===== src/hdl/mbrpt_pkg.sv =====
`timescale 1ns / 1ps
`default_nettype none

package mbrpt_pkg;

  // Sector geometry and partition table layout.
  localparam int unsigned SECTOR_BYTES = 512;
  localparam int unsigned TABLE_SLOTS  = 4;
  localparam int unsigned SLOT_BYTES   = 16;
  localparam int unsigned TABLE_BASE   = 446;
  localparam int unsigned POS_W        = 10;
  localparam int unsigned SLOT_W       = 2;
  localparam int unsigned USED_W       = 3;

  localparam logic [POS_W-1:0] POS_TABLE_FIRST = POS_W'(TABLE_BASE);
  localparam logic [POS_W-1:0] POS_TABLE_END   = POS_W'(TABLE_BASE + TABLE_SLOTS * SLOT_BYTES);
  localparam logic [POS_W-1:0] POS_SIG_LOW     = POS_W'(SECTOR_BYTES - 2);
  localparam logic [POS_W-1:0] POS_SIG_HIGH    = POS_W'(SECTOR_BYTES - 1);
  localparam logic [POS_W-1:0] POS_DONE        = POS_W'(SECTOR_BYTES);

  // Byte values with a fixed meaning.
  localparam logic [7:0] SIG_LOW_BYTE  = 8'h55;
  localparam logic [7:0] SIG_HIGH_BYTE = 8'hAA;
  localparam logic [7:0] STATUS_BOOT   = 8'h80;
  localparam logic [7:0] TYPE_EMPTY    = 8'h00;
  localparam logic [7:0] TYPE_FAT32    = 8'h0B;
  localparam logic [7:0] TYPE_FAT32LBA = 8'h0C;
  localparam logic [7:0] TYPE_LINUX    = 8'h83;
  localparam logic [7:0] TYPE_EFI      = 8'hEF;

  // Filesystem class codes.
  typedef enum logic [1:0] {
    FS_FAT32   = 2'd0,
    FS_LINUX   = 2'd1,
    FS_EFI     = 2'd2,
    FS_UNKNOWN = 2'd3
  } fs_class_t;

  // One stored table entry: status, type, start sector and length.
  localparam int unsigned ENTRY_W = 80;
  typedef logic [ENTRY_W-1:0] entry_t;

  function automatic fs_class_t classify(input logic [7:0] ptype);
    fs_class_t cls;
    if (ptype == TYPE_FAT32 || ptype == TYPE_FAT32LBA) cls = FS_FAT32;
    else if (ptype == TYPE_LINUX) cls = FS_LINUX;
    else if (ptype == TYPE_EFI) cls = FS_EFI;
    else cls = FS_UNKNOWN;
    return cls;
  endfunction

endpackage

`default_nettype wire


===== src/hdl/mbr_partition_table_parser_unit.sv =====
`timescale 1ns / 1ps
`default_nettype none

// MBR partition table parser.
// The input channel (in_valid/in_ready) carries one boot sector byte per
// transfer; in_sector_start marks byte 0 and restarts the byte position.
// The status, type, start and length bytes of each table slot are written
// into a four-entry memory as they pass by.
// Bytes are taken one per cycle while the block is collecting a sector.
// After byte 511 the block stops taking input and scans the four slots,
// each with a memory read state and then an evaluate state, and then
// issues the summary.
// The result channel (out_valid/out_ready) has one output register; the
// scan holds while it has a result for that register and the register is
// full and not being taken, so a stalled receiver simply stretches the
// scan. Bytes beyond 511 are taken and ignored until the next sector start.
// Reset clears the byte position, the scan state and the output valid.
module mbr_partition_table_parser_unit (
  input  wire logic        clk,
  input  wire logic        rst_n,
  input  wire logic        in_valid,
  output logic             in_ready,
  input  wire logic [7:0]  in_data_byte,
  input  wire logic        in_sector_start,
  output logic             out_valid,
  input  wire logic        out_ready,
  output logic             out_is_summary,
  output logic [1:0]       out_slot_index,
  output logic [7:0]       out_part_type,
  output logic             out_bootable,
  output logic [1:0]       out_fs_class,
  output logic [31:0]      out_start_lba,
  output logic [31:0]      out_sector_count,
  output logic             out_signature_ok,
  output logic             out_any_entry_marked,
  output logic [2:0]       out_used_entries,
  output logic             out_last
);

  typedef enum logic [1:0] {
    ST_IN,
    ST_RD,
    ST_EVAL,
    ST_SUM
  } state_t;

  state_t state_r;

  logic [mbrpt_pkg::POS_W-1:0]  pos_r;
  logic [7:0]                   sig_low_r;
  logic                         sig_ok_r;
  logic                         marked_r;
  logic [mbrpt_pkg::USED_W-1:0] used_r;
  logic [mbrpt_pkg::SLOT_W-1:0] slot_r;

  mbrpt_pkg::entry_t entry_mem [mbrpt_pkg::TABLE_SLOTS];
  mbrpt_pkg::entry_t rd_data_r;

  // Output register.
  logic        out_valid_r;
  logic        out_is_summary_r;
  logic [1:0]  out_slot_index_r;
  logic [7:0]  out_part_type_r;
  logic        out_bootable_r;
  logic [1:0]  out_fs_class_r;
  logic [31:0] out_start_lba_r;
  logic [31:0] out_sector_count_r;
  logic        out_signature_ok_r;
  logic        out_any_entry_marked_r;
  logic [2:0]  out_used_entries_r;
  logic        out_last_r;

  logic                        in_xfer;
  logic [mbrpt_pkg::POS_W-1:0] pos_cur;
  logic                        pos_live;
  logic [mbrpt_pkg::POS_W-1:0] tbl_off;
  logic [mbrpt_pkg::SLOT_W-1:0] wr_slot;
  logic [3:0]                  wr_field;
  logic [3:0]                  wr_lane;
  logic                        wr_field_kept;
  logic                        wr_en;
  logic                        out_free;
  logic [7:0]                  rd_status;
  logic [7:0]                  rd_type;
  logic                        rd_emit;
  logic                        eval_adv;
  logic                        out_load;

  assign in_ready = (state_r == ST_IN);
  assign in_xfer  = in_valid && in_ready;
  assign out_free = !out_valid_r || out_ready;

  // Position of the byte in this transfer; a sector start restarts it.
  assign pos_cur  = in_sector_start ? '0 : pos_r;
  assign pos_live = (pos_cur < mbrpt_pkg::POS_DONE);

  // Decode the table slot and the byte within the slot.
  assign tbl_off  = pos_cur - mbrpt_pkg::POS_TABLE_FIRST;
  assign wr_slot  = tbl_off[5:4];
  assign wr_field = tbl_off[3:0];

  // Map the slot byte to a byte lane of the stored entry.
  always_comb begin
    wr_lane       = '0;
    wr_field_kept = 1'b0;
    if (wr_field == 4'd0) begin
      wr_lane       = 4'd0;
      wr_field_kept = 1'b1;
    end else if (wr_field == 4'd4) begin
      wr_lane       = 4'd1;
      wr_field_kept = 1'b1;
    end else if (wr_field >= 4'd8) begin
      wr_lane       = wr_field - 4'd6;
      wr_field_kept = 1'b1;
    end
  end

  assign wr_en = in_xfer && pos_live && wr_field_kept &&
                 (pos_cur >= mbrpt_pkg::POS_TABLE_FIRST) &&
                 (pos_cur < mbrpt_pkg::POS_TABLE_END);

  // Entry memory: byte-lane writes while collecting, one registered read per slot.
  always_ff @(posedge clk) begin
    if (wr_en) begin
      entry_mem[wr_slot][{wr_lane, 3'b000} +: 8] <= in_data_byte;
    end
    if (state_r == ST_RD) begin
      rd_data_r <= entry_mem[slot_r];
    end
  end

  assign rd_status = rd_data_r[7:0];
  assign rd_type   = rd_data_r[15:8];
  assign rd_emit   = sig_ok_r && (rd_type != mbrpt_pkg::TYPE_EMPTY);
  assign eval_adv  = !rd_emit || out_free;

  // The output register is loaded with a new result in this cycle.
  assign out_load  = ((state_r == ST_EVAL) && eval_adv && rd_emit) ||
                     ((state_r == ST_SUM) && out_free);

  // Sequencer: byte collection, slot scan and result register.
  always_ff @(posedge clk) begin
    if (!rst_n) begin
      state_r     <= ST_IN;
      pos_r       <= '0;
      out_valid_r <= 1'b0;
    end else begin
      if (out_valid_r && out_ready && !out_load) begin
        out_valid_r <= 1'b0;
      end
      unique case (state_r)
        ST_IN: begin
          if (in_xfer) begin
            if (pos_live) begin
              pos_r <= pos_cur + 1'b1;
              if (pos_cur == mbrpt_pkg::POS_SIG_LOW) begin
                sig_low_r <= in_data_byte;
              end
              if (pos_cur == mbrpt_pkg::POS_SIG_HIGH) begin
                sig_ok_r <= (sig_low_r == mbrpt_pkg::SIG_LOW_BYTE) &&
                            (in_data_byte == mbrpt_pkg::SIG_HIGH_BYTE);
                marked_r <= 1'b0;
                used_r   <= '0;
                slot_r   <= '0;
                state_r  <= ST_RD;
              end
            end else begin
              pos_r <= pos_cur;
            end
          end
        end
        ST_RD: begin
          state_r <= ST_EVAL;
        end
        ST_EVAL: begin
          if (eval_adv) begin
            if ((rd_status != 8'h00) || (rd_type != mbrpt_pkg::TYPE_EMPTY)) begin
              marked_r <= 1'b1;
            end
            if (rd_emit) begin
              used_r                 <= used_r + 1'b1;
              out_valid_r            <= 1'b1;
              out_is_summary_r       <= 1'b0;
              out_slot_index_r       <= slot_r;
              out_part_type_r        <= rd_type;
              out_bootable_r         <= (rd_status == mbrpt_pkg::STATUS_BOOT);
              out_fs_class_r         <= mbrpt_pkg::classify(rd_type);
              out_start_lba_r        <= rd_data_r[47:16];
              out_sector_count_r     <= rd_data_r[79:48];
              out_signature_ok_r     <= 1'b1;
              out_any_entry_marked_r <= 1'b0;
              out_used_entries_r     <= '0;
              out_last_r             <= 1'b0;
            end
            if (slot_r == mbrpt_pkg::SLOT_W'(mbrpt_pkg::TABLE_SLOTS - 1)) begin
              state_r <= ST_SUM;
            end else begin
              slot_r  <= slot_r + 1'b1;
              state_r <= ST_RD;
            end
          end
        end
        ST_SUM: begin
          if (out_free) begin
            out_valid_r            <= 1'b1;
            out_is_summary_r       <= 1'b1;
            out_slot_index_r       <= '0;
            out_part_type_r        <= '0;
            out_bootable_r         <= 1'b0;
            out_fs_class_r         <= '0;
            out_start_lba_r        <= '0;
            out_sector_count_r     <= '0;
            out_signature_ok_r     <= sig_ok_r;
            out_any_entry_marked_r <= marked_r;
            out_used_entries_r     <= used_r;
            out_last_r             <= 1'b1;
            state_r                <= ST_IN;
          end
        end
        default: begin
          state_r <= ST_IN;
        end
      endcase
    end
  end

  assign out_valid            = out_valid_r;
  assign out_is_summary       = out_is_summary_r;
  assign out_slot_index       = out_slot_index_r;
  assign out_part_type        = out_part_type_r;
  assign out_bootable         = out_bootable_r;
  assign out_fs_class         = out_fs_class_r;
  assign out_start_lba        = out_start_lba_r;
  assign out_sector_count     = out_sector_count_r;
  assign out_signature_ok     = out_signature_ok_r;
  assign out_any_entry_marked = out_any_entry_marked_r;
  assign out_used_entries     = out_used_entries_r;
  assign out_last             = out_last_r;

endmodule

`default_nettype wire


===== config.mk =====
export PLATFORM = sky130hd
export DESIGN_NAME = mbr_partition_table_parser_unit
export DESIGN_NICKNAME = d
export VERILOG_FILES = /design/src/hdl/mbrpt_pkg.sv /design/src/hdl/mbr_partition_table_parser_unit.sv
export SDC_FILE = /design/constraint.sdc
export NUM_CORES = 1
export LEC_CHECK = 0
export BUFFER_PORTS_ARGS = -buffer_cell sky130_fd_sc_hd__buf_2
export CORE_MARGIN = 2
export CORE_UTILIZATION = 39
export CTS_CLUSTER_DIAMETER = 80
export CTS_CLUSTER_SIZE = 10
export DETAILED_ROUTE_END_ITERATION = 10
export SLEW_MARGIN = 10
export SYNTH_ARGS = -nofsm -noshare
export SYNTH_HDL_FRONTEND = slang
export SYNTH_SLANG_ARGS = --single-unit

===== constraint.sdc =====
create_clock -name clk -period 8 [get_ports clk]
set_clock_uncertainty 0.05 [all_clocks]
set_input_delay 0.4 -clock clk [delete_from_list [all_inputs] [get_ports clk]]
set_output_delay 0.4 -clock clk [all_outputs]
set_load 0.01 [all_outputs]

* After elaboration in Yosys (flattened, before gate mapping)
Memory sizes are Yosys's and may differ from the RTL's. A register that Yosys moved wholly into a read port is not among the register bits.
Index checks and enable logic that the tools add are counted.
** Storage, ports and cells
- Register bits :: 111
- Memory bits (writable) :: 320
- Input bits :: 13
- Output and inout bits :: 86
- Memories kept :: 1
** Memory list
- entry_mem :: words 4, bits a word 80, read ports 1, clocked after memory_dff 1, wr ports 1, RTL line mbr_partition_table_parser_unit.sv:56 : mbrpt_pkg::entry_t entry_mem [mbrpt_pkg::TABLE_SLOTS];
** Cells by class
- Add/subtract/negate cells :: 6
- Order comparisons :: 4
- Equality and inequality tests :: 22
- Shift-type cells :: 2
- Mux-type cells :: 78
- Reduce and logical (&&, ||, !) cells :: 34
** Operator list (number)
- 2-to-1 mux 32 bit :: 5
- one-hot mux 32 bit (2 select lines) :: 2
- 2-to-1 mux 80 bit :: 1
- variable shift 8 x 9 -> 80 bit, first input constant :: 1
- variable part select 8 x 9 -> 80 bit :: 1
- 2-to-1 mux 2 bit :: 17
- == test 8 bit, second input constant :: 4
- 2-to-1 mux 1 bit :: 24
- 2-to-1 mux 3 bit :: 8
- 2-to-1 mux 8 bit :: 3
- AND reduction 7 bit :: 3
- == test 10 x 9 -> 1 bit, second input constant :: 2
- 2-to-1 mux 10 bit :: 2
- AND reduction 5 bit :: 4
- == test 8 x 4 -> 1 bit, second input constant :: 2
- one-hot mux 8 bit (2 select lines) :: 1
- nonzero test 8 bit :: 2
- logical AND 1 bit :: 12
- 2-to-1 mux 4 bit :: 3
- one-hot mux 1 bit (2 select lines) :: 6
- one-hot mux 2 bit (2 select lines) :: 3
- one-hot mux 3 bit (2 select lines) :: 2
- adder 10 x 1 -> 10 bit, second input constant :: 1
- >= comparator 10 x 9 -> 1 bit, second input constant :: 1
- other kinds (21) :: 36

* Logic depth before layout (Yosys ltp)
- Word-level depth :: 13
- Mapped depth :: 16
- Mapped depth without buffers :: 12

* Worst setup path after synthesis
No wires, ideal clock.
- Path kind :: flip-flop to flip-flop
- Start :: register state_r[0]
- End :: register rd_data_r[0] (read register of entry_mem) (enable)
- Setup time :: 528 ps
- Data arrival time :: 4265 ps
- Data required time :: 7422 ps
- Slack :: 3158 ps
- Stages on the path, launching flop included :: 3
- Path buffers :: 1
- Cell sequence :: dfxtp_1 > clkbuf_1 > nor2b_1
** On the way
- Longest elaborated chain between the ends :: 1
** Ends and longest elaborated chain
- start, declared :: RTL line mbr_partition_table_parser_unit.sv:47 : state_t state_r;
- start signal, assigned :: RTL line mbr_partition_table_parser_unit.sv:144 : state_r <= ST_IN;
- start signal, assigned :: RTL line mbr_partition_table_parser_unit.sv:165 : state_r <= ST_RD;
- start signal, assigned :: RTL line mbr_partition_table_parser_unit.sv:173 : state_r <= ST_EVAL;
- == test 2 x 1 -> 1 bit :: RTL line mbr_partition_table_parser_unit.sv:127 : if (state_r == ST_RD) begin
- end, declared :: RTL line mbr_partition_table_parser_unit.sv:57 : mbrpt_pkg::entry_t rd_data_r;
Every way passes these cells.
A chain may end at the register's enable or synchronous reset.

* Worst setup path after layout
- Start :: register pos_r[1] (netlist name)
- End :: memory entry_mem[1][50] (netlist name) (enable)
** On the way
- Longest elaborated chain between the ends :: 11
- Elaborated cells on any way between the ends :: 23
** Ends and longest elaborated chain
- start, declared :: RTL line mbr_partition_table_parser_unit.sv:49 : logic [mbrpt_pkg::POS_W-1:0] pos_r;
- start signal, assigned :: RTL line mbr_partition_table_parser_unit.sv:155 : pos_r <= pos_cur + 1'b1;
- start signal, assigned :: RTL line mbr_partition_table_parser_unit.sv:168 : pos_r <= pos_cur;
- 2-to-1 mux 10 bit (*) :: RTL line mbr_partition_table_parser_unit.sv:94 : assign pos_cur = in_sector_start ? '0 : pos_r;
- branches (longest 10 deep; another with negation 7 -> 9 bit)
- end, declared :: RTL line mbr_partition_table_parser_unit.sv:56
Every way passes the cells marked *.

==> results.cfg <==
[setup_path]
worstSetupStartpointType = register
slowest_delay_ns = 0.78
worstSetupPathType = reg2reg
crit_top_cell = ha_1
critPathSlowestCell = o31ai_1
arrival_ns = 5.03
crit_path_end_kind = register
path_cells = nand2b_1 > inv_1 > ha_1 > xnor2_1 > o32ai_4 > nor2_8 > ha_1 > nor2b_1 > o21ai_0 > o31ai_1 > nand3_1 > nor2_1
cp.required_ns = 8.16
crit_fanout = 15

[yosys]
yosys_warnings = 0
yosysUniqueCellTypes = 73
synth_nets = 1094
synthArstFlopShare = 0
synthCells = 1070
synth_flop_cell = edfxtp_1
yosysSeqAreaShare = 0.759
yosys_register_bits = 511
syn_area_per_cell_um2 = 18.7
syn_area_um2 = 20100
synth-edff-count = 498

[place]
io_buffers = 98
place_congestion = 0.782
dp_hpwl_um = 24300
dp_cells = 1804

[cells_and_area]
seq_area_um2 = 15200
antenna_cells = 0
multi_input_area_um2 = 4560
final_nets = 1207
area_delta_synth_final_pct = 13.7
drive_gt1_frac = 0.235
fin_util = 0.446
final_common_cell = edfxtp_1
fill_cells = 4441
most-common-layout-cells = 498 x edfxtp_1, 142 x and2_1, 98 x buf_2, 80 x mux4_2, 58 x nor2_1
layout.cells.non_filler = 1891

[sta]
hold_viol_final = 0
setup_viol = 0
holdWs_ns = 0.130
min_period_over_period = 0.609
rsz0062_at_grt = no
relSlewSlack = 0.161
max_freq_mhz = 205
drv_slew = 0
period_needed_ns = 4.87
setup-tns-final_ns = 0
tightest_slew_ns = 1.25

[global_routing]
track_usage = 0.150
grt_max_degree = 77
grt_pass1_vias = 9882
grt_pass1_wl_um = 59700
grt_overflow_total = 0
antenna_found_initial = 1

[floorplanning]
design.die.area_um2 = 53300
rows = 83
io_pins = 99
fp.dieH_um = 231
start_util = 0.393
coreArea_um2 = 51100
die_width_um = 231

[clock_tree]
cts_tree = done
clk_latency_ns = 0.61
post_cts_buffers = 0
cts_hold_buf = 0
h-tree-depth = 2
cts.sinks = 511
cts_resized = 0
root_buffer = clkbuf_16
cts_buffers = 57
clkSlewWorstSetupHoldPaths_ns = 0.07
cts_max_path_buffers = 3

[pwr]
power_frac_seq = 0.556
irDropWorstVdd_v = 0.000170
power_density_nw_per_um2 = 228
pwr-share-comb = 0.008
clock_power_share = 0.436
netSwitchingFraction = 0.192
p_switching_mw = 1.00
p_leak_nw = 7.22
intPower_mw = 4.21

[route]
drc_errors = 0
post_drt_wl_per_cell_um = 20.9
final_antenna_net_count = 0
routed_via_density = 5.13
first_iter_violations = 784
routed_wl_um = 39500
vias = 9695
dr.pass1.iters = 4

[hold_path]
hp-class = in2reg

[job]
max-cap-violations = 0

[run_status]
status = finished clean
==> path summary, 6_finish.rpt <==
path                                start                             end  slack, ns  depth (start not counted)
setup / recovery    pos_r[1]$_SDFFE_PN0P_      entry_mem[1][50]$_DFFE_PP_       3.13                         12
hold / removal                  out_ready            out_valid$_SDFF_PN0_       0.13                          3
hold reg to reg   rd_data_r[18]$_DFFE_PN_  out_start_lba[2]$_SDFFCE_PP0P_       0.46                          1
setup reg to reg    pos_r[1]$_SDFFE_PN0P_      entry_mem[1][50]$_DFFE_PP_       3.13                         12
==> power groups by stage <==
stage | registers [mW] | clock network, mW | logic (mW)
3_3_place_gp | 2.95 | 0 | 0.0404
5_1_grt | 2.90 | 2.44 | 0.0433
3_5_place_dp | 2.95 | 0 | 0.0409
4_1_cts | 2.90 | 2.33 | 0.0412
6_report | 2.90 | 2.27 | 0.0411
2_1_floorplan | 2.95 | 0 | 0.0211
==> cell families (layout without fill, tap and decap cells) <==
logic type	count (synthesis)	count (layout)	share of synthesized area
AO/OA/AOI/OAI	52	52	0.0208
multiplexers	83	83	0.0918
XOR/XNOR	7	7	0.00306
adder cells (fa/ha/maj)	11	11	0.00686
flip-flops	511	511	0.759
AND/OR/NAND/NOR	340	340	0.104
buffers and inverters	66	207	0.0151
==> cells in the mapped netlist, types with 2 or more instances <==
cell	instances	area (um^2)
nand4b_1	4	35.0
and2_1	142	888
nand4bb_1	2	22.5
o211ai_1	2	15.0
nand3_1	18	90.1
buf_6	4	45.0
inv_1	11	41.3
ha_1	11	138
a31oi_1	4	25.0
mux4_2	80	1800
buf_2	13	65.1
nor4_2	2	25.0
clkbuf_1	33	124
buf_4	2	15.0
nor4_1	5	31.3
nor4_4	2	42.5
o21ai_0	12	60.1
edfxtp_1	498	15000
and4_1	2	17.5
nand2_1	23	86.3
a21oi_1	11	55.1
nand3b_1	4	30.0
a21boi_0	5	37.5
nor3_2	4	40.0
mux2_4	2	30.0
nand4_1	3	18.8
nor2b_1	10	62.6
nor2_1	58	218
and3_1	26	163
xnor2_1	5	43.8
xor2_1	2	17.5
nand2b_1	8	50.1
nor3_1	7	35.0
dfxtp_1	13	260
o211a_1	3	30.0
a22oi_1	2	15.0
==> routing by layer <==
metal / part of all wire / wire [um] / GRT usage
met4: 0.035 / 1380 / 0.0593
met2: 0.49 / 19500 / 0.243
met3: 0.052 / 2040 / 0.0308
met1: 0.42 / 16600 / 0.197
met5: 0 / 0 / 0
==> flip-flops by register name, summed over array words and instances, names as in the netlist <==
signal,cells
out_used_entries,3
entry_mem,320
out_signature_ok,1
out_part_type,8
out_fs_class,2
out_valid,1
out_sector_count,32
out_last,1
out_bootable,1
pos_r,10
sig_ok_r,1
marked_r,1
used_r,3
rd_data_r,80
out_slot_index,2
out_start_lba,32
out_any_entry_marked,1
sig_low_r,8
slot_r,2
state_r,2
==> metrics by stage <==
step / total power [mW] / setup slack (ns) / instance area (um^2)
after global placement: 2.99 / 2.89 / 21200
after floorplan: 2.97 / 3.16 / 20100
final: 5.21 / 3.13 / 22800
after detailed placement: 2.99 / 2.74 / 21200
after CTS: 5.27 / 3.09 / 22800
after global routing: 5.38 / 2.66 / 22800
==> layout make-up <==
type                    count  area share
flip-flops and latches    511       0.667
multi-input cells         493       0.200
clock buffers              82      0.0666
well taps                 680      0.0373
repair buffers            108      0.0248
clock inverters             5     0.00225
inverters                  12     0.00197
==> worst max-delay path: cells and delay by family, from the launching register on <==
kind / cells / cell delay (ns)
flops: 1 / 0.43
simple gates: 5 / 1.62
compound gates: 3 / 1.21
xor+xnor: 1 / 0.26
fa+ha+maj: 2 / 0.73
buf+inv: 1 / 0.17
Note: power is estimated with default switching activity, not from simulation.
